**src/rtl/core/r2fft_ram.sv**
```systemverilog
// ============================================================================
// r2fft_ram
// Generic simple dual-port RAM: one write port, one read port, registered read.
// ============================================================================
module r2fft_ram #(
    parameter int WIDTH = 32,
    parameter int DEPTH = 128
) (
    input  logic                     clk,
    input  logic                     we,
    input  logic [$clog2(DEPTH)-1:0] waddr,
    input  logic [WIDTH-1:0]         wdata,
    input  logic [$clog2(DEPTH)-1:0] raddr,
    output logic [WIDTH-1:0]         rdata
);

    logic [WIDTH-1:0] mem [DEPTH];

    always_ff @(posedge clk)
    begin
        if (we)
            mem[waddr] <= wdata;
        rdata <= mem[raddr];
    end

endmodule

```
**config.mk**
```make
export PLATFORM = sky130hd
export DESIGN_NAME = r2fft_ram
export DESIGN_NICKNAME = d
export VERILOG_FILES = /design/src/rtl/core/r2fft_ram.sv
export SDC_FILE = /design/constraint.sdc
export NUM_CORES = 2
export LEC_CHECK = 0
export BUFFER_PORTS_ARGS = -buffer_cell sky130_fd_sc_hd__buf_2
export CORE_ASPECT_RATIO = 1.5
export CORE_UTILIZATION = 60
export DETAILED_ROUTE_END_ITERATION = 8
export PLACE_DENSITY = 0.76
export SLEW_MARGIN = 0
export SYNTH_ARGS = -nofsm -noshare
export SYNTH_HDL_FRONTEND = slang
export SYNTH_SLANG_ARGS = --single-unit
```
**constraint.sdc**
```tcl
create_clock -name clk -period 4.2 [get_ports clk]
set_input_delay 0.42 -clock clk [delete_from_list [all_inputs] [get_ports clk]]
set_output_delay 0.42 -clock clk [all_outputs]
set_load 0.03 [all_outputs]
```
# [Yosys cells after proc, flatten, opt, wreduce, memory -nomap -nowiden]
# Memories as Yosys holds them, arrays and structs flattened. A register that Yosys moved wholly into a read port is not among the register bits.
# Cells that the tools add are included.
[totals] ramBits=4096 mem_count=1 word_cells=3 output_inout_bits=32 reg_bits=0 inputBits=48
[memory_table] memory="mem" words=128 word_bits=32 rd=1 rd_clocked_by_memory_dff=1 write_ports=1 line="17" source="logic [WIDTH-1:0] mem [DEPTH];"
[op_classes] mux=2
[op_table] op="$mux 1" count=2

# [Longest topological paths before layout]
[logic_depth] ltp_word=2 mapped_depth=8 ltp_nobuf=4

# [Least setup slack after synthesis]
# Ideal clock, no wire load.
[synth_path] path_kind="in2reg" from="input port we" to="memory mem[98][0] (enable)" t_arrival_ns=3.198 slack_ns=0.541 path_buffers=1 setup_time_ns=0.461 path_stages=3 required_time_ns=3.739 cell_sequence="clkbuf_1 -> nand4_1 -> nor3_1"
[synth_between] elab_chain_len=2
[synth_rtl] item="from (decl)" line="10" source="input logic we,"
[synth_rtl] item="$mux 1" line="21" source="if (we)"
[synth_rtl] item="$mux 1 (implied by the code)" line="22" source="mem[waddr] <= wdata;"
[synth_rtl] item="to (decl)" line="17"
# Every way passes these cells.

==> results.py <==
metrics = {
    "run_status": {
        "status": "finished, final reports clean",
    },
    "worst_setup_path": {
        "critPathBufInv": 4,
        "cp.depth": 8,
        "critPathArrivalTime_ns": 3.76,
        "critPathLaunchType": "primary input",
        "endpoint_kind": "flop",
        "crit_path_max_fanout": 47,
        "worstPathRequired_ns": 4.98,
        "slowest_delay_ns": 0.65,
        "crit_path_cell_trace": "buf_8, buf_12, buf_12, buf_4, mux4_2, mux4_2, mux4_2, mux2_2",
        "worst_path_max_delay_cell": "mux4_2",
        "criticalPathCategory": "primary input to flop",
        "cpMostUsedCell": "mux4_2",
        "crit_family": "multiplexers",
        "r2r_cells": 4,
    },
    "logic_synthesis": {
        "yosysUniqueCellTypes": 17,
        "syn_area_per_cell_um2": 26.09,
        "synth_nets": 6038,
        "yosysWarnings": 0,
        "ys_ff_latch": 4128,
        "synth_cells": 5990,
        "ys_seq_area_frac": 0.7912,
        "synth_area_um2": 156300,
    },
    "timing": {
        "final-max-slew-violation-count": 0,
        "period_share": 0.7081,
        "max_freq_ghz": 0.3362,
        "hold_viol": 0,
        "period_needed_ns": 2.974,
        "worst_slew_pin_slew_ns": 1.353,
        "finClkSkew_ns": 0.06453,
        "rsz0062_at_grt": "false",
        "fin_tns_setup_ns": 0,
        "max_slew_margin": 0.09822,
        "setup_viol": 0,
    },
    "clocking": {
        "ctsHoldBuffers": 1,
        "clk_pin_slew_worst_paths_ns": 0.07,
        "cts_tree": "yes",
        "htreeDepth": 5,
        "clockBufferDepth": 4,
        "numCtsBuffers": 360,
        "clock_latency_ns": 0.94,
        "cts_root_buffer": "clkbuf_16",
        "cts_sinks": 4128,
        "cts_resized": 0,
        "cts_setup_buffers": 0,
    },
    "worst_hold_path": {
        "hold_depth": 2,
        "hold_path_class": "primary input to flop",
    },
    "global_route": {
        "grtUsageTotal": 0.3493,
        "grt_pass1_vias": 76770,
        "grt_first_pass_wirelength_um": 616000,
        "antenna_found_initial": 87,
        "grt_max_degree": 129,
        "overflow": 0,
    },
    "floorplanning": {
        "dieWidth_um": 418.7,
        "core_um2": 259300,
        "rows": 229,
        "ios": 80,
        "die_area_um2": 262500,
        "initial_core_util": 0.6027,
        "die_h_um": 627.1,
    },
    "drt": {
        "wl_um": 466100,
        "first_pass_iters": 8,
        "wl_per_cell_um": 44.65,
        "drc_errors": 0,
        "antenna_left": 0,
        "vias": 75760,
        "drt_iter0_drc": 13320,
        "viasPerCell": 7.258,
    },
    "layout": {
        "final_nets": 6546,
        "area_growth_pct": 13.31,
        "fin_area_um2": 177100,
        "drive_gt1_frac": 0.3658,
        "fin_util": 0.6829,
    },
    "power": {
        "power_density_nw_per_um2": 481.5,
        "p_leak_uw": 0.05439,
        "peakVddDrop_mv": 0.3833,
    },
    "place": {
        "portBuffers": 79,
        "place.gp.congestion": 0.8630,
        "dp_hpwl_um": 243200,
        "placed_cell_area_um2": 164600,
    },
    "run": {
        "drv_cap": 0,
    },
}
==> area by class of cell <==
| cell class | count | area, µm² |
|---|---|---|
| antenna | 188 | 470.5 |
| clock buffer | 466 | 9739 |
| timing repair buffer | 462 | 4369 |
| multi-input combinational | 1546 | 32280 |
| fill | 14400 | 82220 |
| clock inverter | 183 | 2245 |
| tap | 3465 | 4335 |
| sequential | 4128 | 123600 |
==> metrics by stage <==
| step | instances | power, µW | worst slack [ns] | hold slack (ns) |
|---|---|---|---|---|
| finish | 10440 | 85260 | 1.226 | 0.06186 |
| global route | 10420 | 86640 | 1.191 | 0.03815 |
| CTS | 10250 | 84910 | 1.263 | 0.02501 |
| detailed placement | 9600 | 51240 | 0.3827 | 0.8428 |
| global placement | 9600 | 51130 | 0.3968 | 0.8321 |
| floorplan | 5990 | 48720 | 0.5413 | 0.5189 |
==> layout by cell type, fill, tap and decap left out, types with 5 or more instances in the layout <==
master	count
edfxtp_1	4096
mux4_2	1344
clkbuf_16	370
buf_4	340
diode_2	188
nor2_4	119
clkbuf_1	84
buf_12	78
clkinv_1	52
clkinv_2	50
bufinv_16	49
buf_2	40
mux2_2	32
dfxtp_1	32
nand2_1	14
clkinvlp_4	12
clkbuf_8	12
nor3_2	9
inv_6	9
nand3_1	8
nor2b_1	7
clkinv_4	5
==> routing by layer <==
layer	routed length (µm)	GRT usage	share of wire
met5	317	0	0.00068
met4	43780	0.2725	0.094
met3	57030	0.07868	0.12
met2	228900	0.5629	0.49
met1	136100	0.4099	0.29
==> report_power, final <==
group	switching (µW)	internal, µW	total (µW)
registers	242	45500	45700
logic	3110	1780	4890
clock network	15200	19500	34700
==> kinds of logic after synthesis <==
| kind of cell | Yosys count | share of synthesized area |
|---|---|---|
| buffers and inverters | 316 | 0.008391 |
| flip-flops | 4128 | 0.7912 |
| multiplexers | 1376 | 0.1960 |
| AND/OR/NAND/NOR | 170 | 0.004460 |
==> synth_stat cells, drive strengths merged <==
cell    instances  area, µm²
dfxtp          32      640.6
nand2          14      52.55
edfxtp       4096     123000
mux4         1344      30270
nor2b           7      43.79
buf           134      628.1
nor2          122      457.9
nand2b          2      12.51
mux2           32      360.4
nor3            9      45.04
clkbuf        182      683.2
nand3          12      60.06
nand4           3      18.77
or3             1      6.260
==> worst paths after layout <==
check / start / end / slack [ns]
max: raddr[2] / rdata[25]$_DFF_P_ / 1.23
min: wdata[18] / mem[103][18]$_DFFE_PP_ / 0.06
max reg2reg: mem[5][0]$_DFFE_PP_ / rdata[0]$_DFF_P_ / 1.33
min reg2reg: mem[114][4]$_DFFE_PP_ / rdata[4]$_DFF_P_ / 1.13
==> flip-flops by register name, indices dropped and copies added (netlist names) <==
register and count:
mem 4096, rdata 32
Power figures use the tool's default switching activity.
